<file path="src/rtl/core/hsvc_pkg.sv">
package hsvc_pkg;

   localparam int unsigned TURN_DEG     = 360;
   localparam int unsigned SECTOR_DEG   = 60;
   localparam int unsigned SECTOR_SHIFT = 2;
   localparam int unsigned SECTOR_ODD   = SECTOR_DEG >> SECTOR_SHIFT;

   typedef logic [2:0] sector_type;

   localparam sector_type SECT_RY = 3'd0;
   localparam sector_type SECT_YG = 3'd1;
   localparam sector_type SECT_GC = 3'd2;
   localparam sector_type SECT_CB = 3'd3;
   localparam sector_type SECT_BM = 3'd4;
   localparam sector_type SECT_MR = 3'd5;

endpackage

</file>
<file path="src/rtl/core/hsvc_scale.sv">
module hsvc_scale #(
   parameter int CHANNEL_BITS  = 8,
   parameter int HUE_FRAC_BITS = 6,
   localparam longint unsigned CH_MAX  = (longint'(1) << CHANNEL_BITS) - 1,
   localparam longint unsigned SECTOR  = longint'(hsvc_pkg::SECTOR_DEG) << HUE_FRAC_BITS,
   localparam longint unsigned FULL    = CH_MAX * SECTOR,
   localparam int              X_BITS  = $clog2(FULL + 1)
) (
   input  logic                    clock,
   input  logic [CHANNEL_BITS-1:0] in_value,
   input  logic [X_BITS-1:0]       in_term,
   output logic [CHANNEL_BITS-1:0] out_level
);

   localparam int              N_BITS    = CHANNEL_BITS + X_BITS;
   localparam int              PRE_SHIFT = HUE_FRAC_BITS + hsvc_pkg::SECTOR_SHIFT;
   localparam int              N2_BITS   = N_BITS - PRE_SHIFT;
   localparam longint unsigned DIVISOR   = longint'(hsvc_pkg::SECTOR_ODD) * CH_MAX;
   localparam longint unsigned RECIP     = (longint'(1) << N2_BITS) / DIVISOR;
   localparam int              RECIP_BITS = $clog2(RECIP + 1);
   localparam int              PROD_BITS = N2_BITS + RECIP_BITS;

   logic [N_BITS-1:0]       num_full;
   logic [PROD_BITS-1:0]    est_prod;
   logic [N2_BITS-1:0]      diff;

   logic [N2_BITS-1:0]      st1_num_in, st1_num_ff;
   logic [CHANNEL_BITS-1:0] st2_est_in, st2_est_ff;
   logic [N2_BITS-1:0]      st2_num_ff;
   logic [N2_BITS-1:0]      st3_back_in, st3_back_ff;
   logic [CHANNEL_BITS-1:0] st3_est_ff;
   logic [N2_BITS-1:0]      st3_num_ff;
   logic [CHANNEL_BITS-1:0] st4_level_in, st4_level_ff;

   always_comb begin
      num_full     = N_BITS'(in_value) * N_BITS'(in_term);
      st1_num_in   = N2_BITS'(num_full >> PRE_SHIFT);
      est_prod     = PROD_BITS'(st1_num_ff) * PROD_BITS'(RECIP);
      st2_est_in   = CHANNEL_BITS'(est_prod >> N2_BITS);
      st3_back_in  = N2_BITS'(N2_BITS'(st2_est_ff) * N2_BITS'(DIVISOR));
      diff         = st3_num_ff - st3_back_ff;
      st4_level_in = st3_est_ff + CHANNEL_BITS'(diff >= N2_BITS'(DIVISOR));
   end

   always_ff @(posedge clock) begin
      st1_num_ff   <= st1_num_in;
      st2_est_ff   <= st2_est_in;
      st2_num_ff   <= st1_num_ff;
      st3_back_ff  <= st3_back_in;
      st3_est_ff   <= st2_est_ff;
      st3_num_ff   <= st2_num_ff;
      st4_level_ff <= st4_level_in;
   end

   assign out_level = st4_level_ff;

endmodule

</file>
<file path="src/rtl/core/hsv_to_rgb_converter.sv">
// HSV to RGB pixel converter.
// Input channel: a pixel (req_hue, req_saturation, req_brightness) is taken at each
// rising edge where start is high and busy is low. Hue counts 1/2^HUE_FRAC_BITS
// degree; a hue of a full turn or more reads as zero. Saturation and brightness
// are CHANNEL_BITS-bit fractions where all ones means 1.0.
// Result channel: rsp_valid is high for exactly one cycle with rsp_red,
// rsp_green and rsp_blue once the pixel has passed the pipeline. Results leave
// in the order the pixels came in, one result per pixel.
// Throughput: one pixel per clock whenever busy is low. The pipeline runs
// through hue split, term build, term multiply, reciprocal divide estimate,
// back multiply and one-step correction.
// busy is high only during reset; the pipeline itself never stalls.
// Reset: synchronous, active high; clears every valid bit, so no beat that was
// in flight at reset appears on the result channel.
// The receiver has no way to hold results off; each beat must be taken when shown.
module hsv_to_rgb_converter #(
   parameter int CHANNEL_BITS  = 8,
   parameter int HUE_FRAC_BITS = 6,
   localparam int HUE_BITS = $clog2(longint'(hsvc_pkg::TURN_DEG) << HUE_FRAC_BITS)
) (
   input  logic                    clock,
   input  logic                    reset,
   input  logic                    start,
   output logic                    busy,
   input  logic [HUE_BITS-1:0]     req_hue,
   input  logic [CHANNEL_BITS-1:0] req_saturation,
   input  logic [CHANNEL_BITS-1:0] req_brightness,
   output logic                    rsp_valid,
   output logic [CHANNEL_BITS-1:0] rsp_red,
   output logic [CHANNEL_BITS-1:0] rsp_green,
   output logic [CHANNEL_BITS-1:0] rsp_blue
);

   localparam longint unsigned CH_MAX   = (longint'(1) << CHANNEL_BITS) - 1;
   localparam longint unsigned SECTOR   = longint'(hsvc_pkg::SECTOR_DEG) << HUE_FRAC_BITS;
   localparam longint unsigned FULL     = CH_MAX * SECTOR;
   localparam int              X_BITS   = $clog2(FULL + 1);
   localparam int              DEG_BITS = HUE_BITS - HUE_FRAC_BITS;
   localparam int              REM_DEG_BITS = $clog2(hsvc_pkg::SECTOR_DEG);
   localparam int              REM_BITS = REM_DEG_BITS + HUE_FRAC_BITS;
   localparam int              DEPTH    = 4;
   localparam logic [REM_BITS-1:0] LO_MASK = REM_BITS'((longint'(1) << HUE_FRAC_BITS) - 1);
   localparam logic [DEG_BITS-1:0] DEG_60  = DEG_BITS'(hsvc_pkg::SECTOR_DEG);
   localparam logic [DEG_BITS-1:0] DEG_120 = DEG_BITS'(2 * hsvc_pkg::SECTOR_DEG);
   localparam logic [DEG_BITS-1:0] DEG_180 = DEG_BITS'(3 * hsvc_pkg::SECTOR_DEG);
   localparam logic [DEG_BITS-1:0] DEG_240 = DEG_BITS'(4 * hsvc_pkg::SECTOR_DEG);
   localparam logic [DEG_BITS-1:0] DEG_300 = DEG_BITS'(5 * hsvc_pkg::SECTOR_DEG);
   localparam logic [DEG_BITS-1:0] DEG_360 = DEG_BITS'(hsvc_pkg::TURN_DEG);

   logic                     accept;
   logic [DEG_BITS-1:0]      hue_deg;
   logic [DEG_BITS-1:0]      sector_base;
   logic [REM_BITS-1:0]      hue_lo;
   logic [REM_DEG_BITS-1:0]  rem_deg;

   logic                     s1_valid_ff;
   hsvc_pkg::sector_type     s1_sector_in, s1_sector_ff;
   logic [REM_BITS-1:0]      s1_rem_in, s1_rem_ff;
   logic [CHANNEL_BITS-1:0]  s1_sat_ff, s1_val_ff;

   logic                     s2_valid_ff;
   hsvc_pkg::sector_type     s2_sector_ff;
   logic [X_BITS-1:0]        s2_prod_in, s2_prod_ff;
   logic [X_BITS-1:0]        s2_pterm_in, s2_pterm_ff;
   logic [CHANNEL_BITS-1:0]  s2_val_ff;

   logic                     s3_valid_ff;
   hsvc_pkg::sector_type     s3_sector_ff;
   logic [X_BITS-1:0]        s3_pterm_ff;
   logic [X_BITS-1:0]        s3_qterm_in, s3_qterm_ff;
   logic [X_BITS-1:0]        s3_tterm_in, s3_tterm_ff;
   logic [CHANNEL_BITS-1:0]  s3_val_ff;

   logic [DEPTH-1:0]         valid_pipe_ff;
   hsvc_pkg::sector_type     sector_pipe_ff [DEPTH];
   logic [CHANNEL_BITS-1:0]  value_pipe_ff  [DEPTH];

   logic [CHANNEL_BITS-1:0]  level_p, level_q, level_t;
   logic [CHANNEL_BITS-1:0]  red_in, green_in, blue_in;
   logic                     rsp_valid_ff;
   logic [CHANNEL_BITS-1:0]  rsp_red_ff, rsp_green_ff, rsp_blue_ff;

   assign busy   = reset;
   assign accept = start && !busy;

   // split hue into sector and in-sector remainder
   always_comb begin
      hue_deg = DEG_BITS'(req_hue >> HUE_FRAC_BITS);
      hue_lo  = REM_BITS'(req_hue) & LO_MASK;
      if (hue_deg >= DEG_360) begin
         hue_deg = '0;
         hue_lo  = '0;
      end
      if (hue_deg >= DEG_300) begin
         s1_sector_in = hsvc_pkg::SECT_MR;
         sector_base  = DEG_300;
      end else if (hue_deg >= DEG_240) begin
         s1_sector_in = hsvc_pkg::SECT_BM;
         sector_base  = DEG_240;
      end else if (hue_deg >= DEG_180) begin
         s1_sector_in = hsvc_pkg::SECT_CB;
         sector_base  = DEG_180;
      end else if (hue_deg >= DEG_120) begin
         s1_sector_in = hsvc_pkg::SECT_GC;
         sector_base  = DEG_120;
      end else if (hue_deg >= DEG_60) begin
         s1_sector_in = hsvc_pkg::SECT_YG;
         sector_base  = DEG_60;
      end else begin
         s1_sector_in = hsvc_pkg::SECT_RY;
         sector_base  = '0;
      end
      rem_deg   = REM_DEG_BITS'(hue_deg - sector_base);
      s1_rem_in = (REM_BITS'(rem_deg) << HUE_FRAC_BITS) | hue_lo;
   end

   // numerators over M*D: p = (M-S)*D, q = M*D - S*rem, t = (M-S)*D + S*rem
   always_comb begin
      s2_prod_in  = X_BITS'(s1_sat_ff) * X_BITS'(s1_rem_ff);
      s2_pterm_in = X_BITS'(X_BITS'(X_BITS'(CH_MAX) - X_BITS'(s1_sat_ff)) * X_BITS'(SECTOR));
      s3_qterm_in = X_BITS'(FULL) - s2_prod_ff;
      s3_tterm_in = s2_pterm_ff + s2_prod_ff;
   end

   always_ff @(posedge clock) begin
      if (reset) begin
         s1_valid_ff   <= 1'b0;
         s2_valid_ff   <= 1'b0;
         s3_valid_ff   <= 1'b0;
         valid_pipe_ff <= '0;
         rsp_valid_ff  <= 1'b0;
      end else begin
         s1_valid_ff   <= accept;
         s2_valid_ff   <= s1_valid_ff;
         s3_valid_ff   <= s2_valid_ff;
         valid_pipe_ff <= {valid_pipe_ff[DEPTH-2:0], s3_valid_ff};
         rsp_valid_ff  <= valid_pipe_ff[DEPTH-1];
      end
   end

   always_ff @(posedge clock) begin
      s1_sector_ff <= s1_sector_in;
      s1_rem_ff    <= s1_rem_in;
      s1_sat_ff    <= req_saturation;
      s1_val_ff    <= req_brightness;
      s2_sector_ff <= s1_sector_ff;
      s2_prod_ff   <= s2_prod_in;
      s2_pterm_ff  <= s2_pterm_in;
      s2_val_ff    <= s1_val_ff;
      s3_sector_ff <= s2_sector_ff;
      s3_pterm_ff  <= s2_pterm_ff;
      s3_qterm_ff  <= s3_qterm_in;
      s3_tterm_ff  <= s3_tterm_in;
      s3_val_ff    <= s2_val_ff;
      sector_pipe_ff[0] <= s3_sector_ff;
      value_pipe_ff[0]  <= s3_val_ff;
      for (int i = 1; i < DEPTH; i++) begin
         sector_pipe_ff[i] <= sector_pipe_ff[i-1];
         value_pipe_ff[i]  <= value_pipe_ff[i-1];
      end
      rsp_red_ff   <= red_in;
      rsp_green_ff <= green_in;
      rsp_blue_ff  <= blue_in;
   end

   hsvc_scale #(
      .CHANNEL_BITS  (CHANNEL_BITS),
      .HUE_FRAC_BITS (HUE_FRAC_BITS)
   ) u_scale_p (
      .clock     (clock),
      .in_value  (s3_val_ff),
      .in_term   (s3_pterm_ff),
      .out_level (level_p)
   );

   hsvc_scale #(
      .CHANNEL_BITS  (CHANNEL_BITS),
      .HUE_FRAC_BITS (HUE_FRAC_BITS)
   ) u_scale_q (
      .clock     (clock),
      .in_value  (s3_val_ff),
      .in_term   (s3_qterm_ff),
      .out_level (level_q)
   );

   hsvc_scale #(
      .CHANNEL_BITS  (CHANNEL_BITS),
      .HUE_FRAC_BITS (HUE_FRAC_BITS)
   ) u_scale_t (
      .clock     (clock),
      .in_value  (s3_val_ff),
      .in_term   (s3_tterm_ff),
      .out_level (level_t)
   );

   // route terms to channels by sector
   always_comb begin
      unique case (sector_pipe_ff[DEPTH-1])
         hsvc_pkg::SECT_RY: begin
            red_in   = value_pipe_ff[DEPTH-1];
            green_in = level_t;
            blue_in  = level_p;
         end
         hsvc_pkg::SECT_YG: begin
            red_in   = level_q;
            green_in = value_pipe_ff[DEPTH-1];
            blue_in  = level_p;
         end
         hsvc_pkg::SECT_GC: begin
            red_in   = level_p;
            green_in = value_pipe_ff[DEPTH-1];
            blue_in  = level_t;
         end
         hsvc_pkg::SECT_CB: begin
            red_in   = level_p;
            green_in = level_q;
            blue_in  = value_pipe_ff[DEPTH-1];
         end
         hsvc_pkg::SECT_BM: begin
            red_in   = level_t;
            green_in = level_p;
            blue_in  = value_pipe_ff[DEPTH-1];
         end
         default: begin
            red_in   = value_pipe_ff[DEPTH-1];
            green_in = level_p;
            blue_in  = level_q;
         end
      endcase
   end

   assign rsp_valid = rsp_valid_ff;
   assign rsp_red   = rsp_red_ff;
   assign rsp_green = rsp_green_ff;
   assign rsp_blue  = rsp_blue_ff;

   a_beat_latency: assert property (@(posedge clock) disable iff (reset)
      (start && !busy) |-> ##8 rsp_valid)
      else $error("accepted beat did not show up after eight cycles");

   a_no_phantom: assert property (@(posedge clock) disable iff (reset)
      !(start && !busy) |-> ##8 !rsp_valid)
      else $error("result beat without an accepted pixel");

   a_grey: assert property (@(posedge clock) disable iff (reset)
      (start && !busy && req_saturation == '0) |-> ##8
      (rsp_red == $past(req_brightness, 8) && rsp_green == $past(req_brightness, 8)
       && rsp_blue == $past(req_brightness, 8)))
      else $error("zero saturation did not give grey at brightness");

   a_value_channel: assert property (@(posedge clock) disable iff (reset)
      (start && !busy) |-> ##8
      (rsp_red == $past(req_brightness, 8) || rsp_green == $past(req_brightness, 8)
       || rsp_blue == $past(req_brightness, 8)))
      else $error("no channel carries the brightness");

endmodule

</file>
<file path="config.mk">
export PLATFORM = sky130hd
export DESIGN_NAME = hsv_to_rgb_converter
export DESIGN_NICKNAME = d
export VERILOG_FILES = /design/src/rtl/core/hsvc_pkg.sv /design/src/rtl/core/hsvc_scale.sv /design/src/rtl/core/hsv_to_rgb_converter.sv
export SDC_FILE = /design/constraint.sdc
export NUM_CORES = 2
export LEC_CHECK = 0
export ABC_CLOCK_PERIOD_IN_PS = 6100
export BUFFER_PORTS_ARGS = -buffer_cell sky130_fd_sc_hd__buf_2
export CAP_MARGIN = 20
export CELL_PAD_IN_SITES_DETAIL_PLACEMENT = 0
export CELL_PAD_IN_SITES_GLOBAL_PLACEMENT = 2
export CORE_ASPECT_RATIO = 1.5
export CORE_MARGIN = 5
export CORE_UTILIZATION = 44
export CTS_BUF_LIST = sky130_fd_sc_hd__clkbuf_8
export CTS_CLUSTER_SIZE = 40
export DETAILED_ROUTE_END_ITERATION = 12
export PLACE_DENSITY = 0.84
export SLEW_MARGIN = 20
export SYNTH_ARGS = -nofsm -noshare
export SYNTH_HDL_FRONTEND = slang
export SYNTH_SLANG_ARGS = --single-unit
</file>
<file path="constraint.sdc">
create_clock -name clock -period 6.1 [get_ports clock]
set_input_delay 1.22 -clock clock [delete_from_list [all_inputs] [get_ports clock]]
set_output_delay 1.22 -clock clock [all_outputs]
set_load 0.05 [all_outputs]
</file>
Word level (Yosys, flattened, before mapping)
Memory sizes are Yosys's and may differ from the RTL's.
Cells that the tools add are included.
{ "classes": {"n_addsub": 10, "multipliers": 11, "order_cmp": 9, "eq_ne": 4, "n_mux": 14, "bitwise": 1, "reduce_logical": 8} }
{ "ops": {"columns": ["cell", "count"], "rows": [
  ["$mul A20 B8 Y27 const B", 3],
  ["$pmux W8 S3", 3],
  ["$ge A20 B12 Y1 const B", 3],
  ["$mul A8 B12 Y20 const B", 3],
  ["$sub A20 B20 Y20", 3],
  ["$mul A8 B20 Y28", 2],
  ["$mul A8 B12 Y20", 2],
  ["$mux W6", 6],
  ["$add A8 B1 Y8", 3],
  ["$add A20 B20 Y20", 1],
  ["$mul A20 B4 Y12 const B", 1],
  ["$sub A20 B20 Y20 const A", 1],
  ["$ge A9 B8 Y1 const B", 2],
  ["$ge A9 B9 Y1 const B", 2],
  ["$or A12 B6 Y12", 1],
  ["$reduce_or A2 Y1", 5],
  ["$ge A9 B6 Y1 const B", 1],
  ["$ge A9 B7 Y1 const B", 1],
  ["$mux W9", 1],
  ["$sub A8 B8 Y9 const A", 1],
  ["$eq A3 B2 Y1 const B", 2],
  ["$sub A6 B6 Y6", 1],
  ["$mux W2", 2],
  ["$eq A3 B1 Y1 const B", 1],
  ["5 further kinds", 6]
]} }
{ "word_totals": {"ff_bits": 481, "ram_bits": 44, "inputBits": 34, "output_inout_bits": 26, "wordCells": 102, "n_memories": 2} }
{ "mem_list": {"columns": ["name", "depth", "word_bits", "read_ports", "rd_ports_with_merged_regs", "wr", "line_no", "text"], "rows": [
  ["value_pipe_ff", 4, 8, 4, 0, 4, "hsv_to_rgb_converter.sv:76", "logic [CHANNEL_BITS-1:0] value_pipe_ff [DEPTH];"],
  ["sector_pipe_ff", 4, 3, 4, 0, 4, "hsv_to_rgb_converter.sv:75", "hsvc_pkg::sector_type sector_pipe_ff [DEPTH];"]
]} }

Depth between registers and ports, before layout
{ "logic_depth": {"word_depth": 10, "ltp_mapped": 21, "mapped_depth_nobuf": 20} }

Modules after synthesis
From an unflattened synthesis, not the netlist that was laid out.
{ "hier_totals": {"cells_unflattened": 4520, "area_unflattened_um2": 43616.8} }
{ "by_module_without_submodules": {"columns": ["module", "n_inst", "cells_each", "area_each_um2", "seq_area_each_um2"], "rows": [
  ["hsvc_scale (u_scale_t)", 1, 1209, 11384.7, 2001.9],
  ["hsvc_scale (u_scale_q)", 1, 1180, 11173.2, 2001.9],
  ["hsvc_scale (u_scale_p)", 1, 1158, 10989.3, 2001.9],
  ["hsv_to_rgb_converter", 1, 973, 10069.7, 4244.1]
]} }

Worst setup path after synthesis
Ideal clock, no wire load.
{ "synth_path": {"path_kind": "reg-to-reg", "from": "reg s3_val_ff[3]", "to": "reg u_scale_q.st1_num_ff[17]", "t_arrival_ns": 4.767, "required_time_ns": 6.028, "slack_ns": 1.261, "path_stages_with_launch": 17, "path_buffers": 1, "cell_sequence": "dfxtp_1 clkbuf_1 and2_1 fa_1 fa_1 fa_1 inv_1 fa_1 inv_1 ha_1 or4_4 o31ai_4 o21ai_4 o311a_1 or3_4 a21oi_2 xnor2_1"} }
{ "synth_via": {"elab_chain_cells": 1} }
{ "synth_rtl": {"columns": ["item", "line_no", "text"], "rows": [
  ["start: declaration", "hsv_to_rgb_converter.sv:72", "logic [CHANNEL_BITS-1:0] s3_val_ff;"],
  ["start signal: assignment", "hsv_to_rgb_converter.sv:154", "s3_val_ff <= s2_val_ff;"],
  ["$mul A8 B20 Y28", "hsvc_scale.sv:36", "num_full = N_BITS'(in_value) * N_BITS'(in_term);"],
  ["net u_scale_q.num_full[25]", "hsvc_scale.sv:23", "logic [N_BITS-1:0] num_full;"],
  ["end signal: assignment", "hsvc_scale.sv:46", "st1_num_ff <= st1_num_in;"],
  ["end: declaration", "hsvc_scale.sv:27", "logic [N2_BITS-1:0] st1_num_in, st1_num_ff;"]
]} }
The timed path passes the listed nets, and every way through them passes these cells.
A chain may end at the register's enable or synchronous reset.

Final worst setup path
{ "layout_path": {"from": "reg s3_val_ff[4]", "to": "reg u_scale_p.st1_num_ff[19]"} }
{ "layout_via": {"elab_chain_cells": 1} }
{ "layout_rtl": {"columns": ["item", "line_no"], "rows": [
  ["$mul A8 B12 Y20", "hsvc_scale.sv:36"],
  ["net u_scale_p.num_full[27]", "hsvc_scale.sv:23"],
  ["end signal: assignment", "hsvc_scale.sv:46"],
  ["end: declaration", "hsvc_scale.sv:27"]
]} }
The timed path passes the listed nets, and every way through them passes these cells.

==> results.cfg <==
[outcome]
run_status = finished, final reports clean

[logic_synthesis]
synth_top_flop_cell = sky130_fd_sc_hd__dfxtp_1
nets_in_the_synthesized_netlist = 5235
synth_xor_xnor_area_share = 0.0409
synth_enable_flop_cells = 0
synth-simple-area-share = 0.125
area_fraction_in_compound_gates_after_synthesis = 0.0758
synth_cell_type_count = 75
netlist_area_um2 = 40700
post_synth_mux_area_share = 0.0126
synth.yosys.warnings = 0
synth_sequential_area_ratio = 0.252
asyncSetResetFlopFracSynth = 0
syn-instance-count = 4145
postSynthRegisterBits = 512
adder_and_majority_cell_fraction_of_the_synthesized_area = 0.411
synth_top_family_by_area = adder cells
synth_area_per_cell_um2 = 9.81

[timing]
final_period_minus_worst_setup_slack_ps = 5580
clock_skew_ps = 33.2
total_of_endpoints_with_negative_setup_slack_in_the_final_report = 0
finalCritPeriodShare = 0.915
max_slew.worst_pin.slew_ps = 1020
max_freq_mhz = 179
holdWs_ps = 321
hold_viol_final = 0
rsz0062_at_grt = false
slew_headroom = 0.316
final_max_slew_viol_count = 0
final.setup.tns_ps = 0

[setup_path]
delay_of_the_slowest_cell_on_the_worst_path_ps = 970
worst_setup_path_endpoint = u_scale_p.st1_num_ff[19]
worstRegToRegCells = 18
arrival_ps = 6150
timing.setup.critical_path_class = reg -> reg
critical_path.slowest_cell = sky130_fd_sc_hd__dfxtp_1
cp-end-kind = flop
critical_path.max_fanout = 25
rr_startpoint = s3_val_ff[4]
crit_family = adder cells
critical_path_cell_count = 18
critical_path.cell_chain = buf_4, buf_4, and2_1, fa_1, inv_1, fa_1, fa_1, fa_1, inv_1, ha_1, a21boi_1, o21ai_0, a21oi_1, a41o_1, o41ai_2, o21ai_0, nor4_1, a311oi_1
worst-r2r-setup-slack_ps = 520
path_buf_inv = 4
timing.critical_path.from = s3_val_ff[4]
critical_path_required_ps = 6670
worst_r2r_endpoint = u_scale_p.st1_num_ff[19]
cp-start-kind = flop
timing.critical_path.mode_cell = sky130_fd_sc_hd__fa_1

[grt]
grt_antenna_before_repair = 2
grt_first_pass_wirelength_um = 144000
overflow = 0
grt_pass1_vias = 29200
grt_start_max_net_pins = 51
grt.total_usage = 0.180

[clock_network]
post_cts_resized = 0
tritoncts_clock_tree = yes
insertion_delay_ps = 730
clock_sink_count = 512
clock_path_buffers = 3
cts-hold-fix-buffers = 0
h-tree-depth = 3
cts_root_buf = sky130_fd_sc_hd__clkbuf_8
clkSlewWorstSetupHoldPaths_ps = 70
cts.repair_timing.setup_buffer_count = 0
numCtsBuffers = 84

[floorplan]
design.portCount = 60
core_region_area_um2 = 91700
dieArea_um2 = 98700
dieHeight_um = 382
initial_core_utilization = 0.443
die_outline_width_um = 258
row_count = 136

[drt]
wirelength_um = 85700
drt-wirelength-per-cell_um = 15.6
drt_iter0_drc = 786
drt.antenna.violating_nets = 0
route.vias.total = 26700
number_of_optimization_iterations_in_the_first_detailed_route_pass = 5
drc = 0
routed_via_count_divided_by_cell_count = 4.87

[layout]
leading_cell_type_in_the_layout_fill_and_taps_excluded = sky130_fd_sc_hd__inv_1
most_frequent_cells_in_the_layout = sky130_fd_sc_hd__inv_1 (840), sky130_fd_sc_hd__ha_1 (587), sky130_fd_sc_hd__dfxtp_1 (509), sky130_fd_sc_hd__fa_1 (469), sky130_fd_sc_hd__and2_1 (357)
num-nets-final = 5342
layout-drive-gt1-share = 0.0655
flow.area_growth_from_synthesis_pct = 8.90

[hold_path]
hold_path_class = reg -> reg

[placed_design]
place.gp.congestion = 0.829
buffer_ports.inserted = 59
place.detailed.hpwl_um = 70800

[run]
drv.max_cap_violation_count = 0
[worst min path at each step]
stage	cells after the start	endpoint	start
after global routing	0	u_scale_t.st3_num_ff[9]	u_scale_t.st2_num_ff[9]
after CTS	0	u_scale_q.st3_num_ff[7]	u_scale_q.st2_num_ff[7]
after global placement	0	u_scale_q.st3_num_ff[4]	u_scale_q.st2_num_ff[4]
after detailed placement	0	s2_sector_ff[2]	s1_sector_ff[2]
final	0	u_scale_t.st3_num_ff[0]	u_scale_t.st2_num_ff[0]
after floorplan	0	s2_sector_ff[0]	s1_sector_ff[0]
[cell usage after synthesis (all sizes together), types with 41 or more instances]
cell | count | area (um^2)
xnor2 | 135 | 1180
nor3 | 53 | 265
fa | 469 | 9390
nand3 | 41 | 205
and2 | 357 | 2230
clkbuf | 61 | 229
nand2 | 257 | 965
nor2 | 131 | 492
ha | 587 | 7340
dfxtp | 512 | 10200
o21ai | 112 | 579
xor2 | 55 | 482
a21oi | 128 | 652
nor2b | 49 | 307
inv | 821 | 3080
a21o | 41 | 308
[cells by family after synthesis]
kind of cell / count (synthesis)
xor+xnor: 190
flops: 512
simple gates: 975
buf+inv: 892
fa+ha+maj: 1056
mux: 48
compound gates: 472
[worst reg2reg max path, delay by kind of cell (launching register included)]
| family | cells | cell delay, ps |
|---|---|---|
| AOI/OAI and AO/OA | 7 | 1460 |
| adders and majority gates | 5 | 2050 |
| buffers and inverters | 4 | 560 |
| DFF | 1 | 970 |
| and+or+nand+nor | 2 | 410 |
[flip-flops by register name, indices dropped and copies added (netlist names), 12 cells and up]
| signal | count |
|---|---|
| s1_rem_ff | 12 |
| s2_prod_ff | 20 |
| s2_pterm_ff | 12 |
| s3_pterm_ff | 12 |
| s3_qterm_ff | 19 |
| s3_tterm_ff | 20 |
| sector_pipe_ff | 12 |
| u_scale_p.st1_num_ff | 20 |
| u_scale_p.st2_num_ff | 20 |
| u_scale_p.st3_back_ff | 20 |
| u_scale_p.st3_num_ff | 20 |
| u_scale_q.st1_num_ff | 20 |
| u_scale_q.st2_num_ff | 20 |
| u_scale_q.st3_back_ff | 20 |
| u_scale_q.st3_num_ff | 20 |
| u_scale_t.st1_num_ff | 20 |
| u_scale_t.st2_num_ff | 20 |
| u_scale_t.st3_back_ff | 20 |
| u_scale_t.st3_num_ff | 20 |
| value_pipe_ff | 32 |
[final cells by class]
class / instances / area [um^2]
fill: 8737 / 47400
multi-input combinational: 2741 / 27100
sequential: 512 / 10300
inverter: 821 / 3080
tap: 1173 / 1470
clock buffer: 98 / 1350
timing repair buffer: 92 / 556
clock inverter: 54 / 512
antenna: 1 / 2.50
[metrics by stage]
| stage | area (um^2) | util | cells | setup slack (ps) |
|---|---|---|---|---|
| detailed placement | 42400 | 0.463 | 5339 | 556 |
| global route | 44300 | 0.483 | 5492 | 34.2 |
| floorplan | 40700 | - | 4145 | 1260 |
| CTS | 44300 | 0.483 | 5491 | 524 |
| finish | 44300 | 0.483 | 5492 | 520 |
| global placement | 42400 | 0.463 | 5339 | 635 |
[per-layer routing]
metal  part of all wire  track usage  routed length [um]
met1               0.39        0.197               33600
met2               0.54        0.346               46600
met3              0.028       0.0257                2420
met4              0.037       0.0708                3170
met5                  0            0                   0
Power is left out: the tool's default activity adds up to more than one toggle a clock period on the data nets, which glitch-free logic cannot reach.
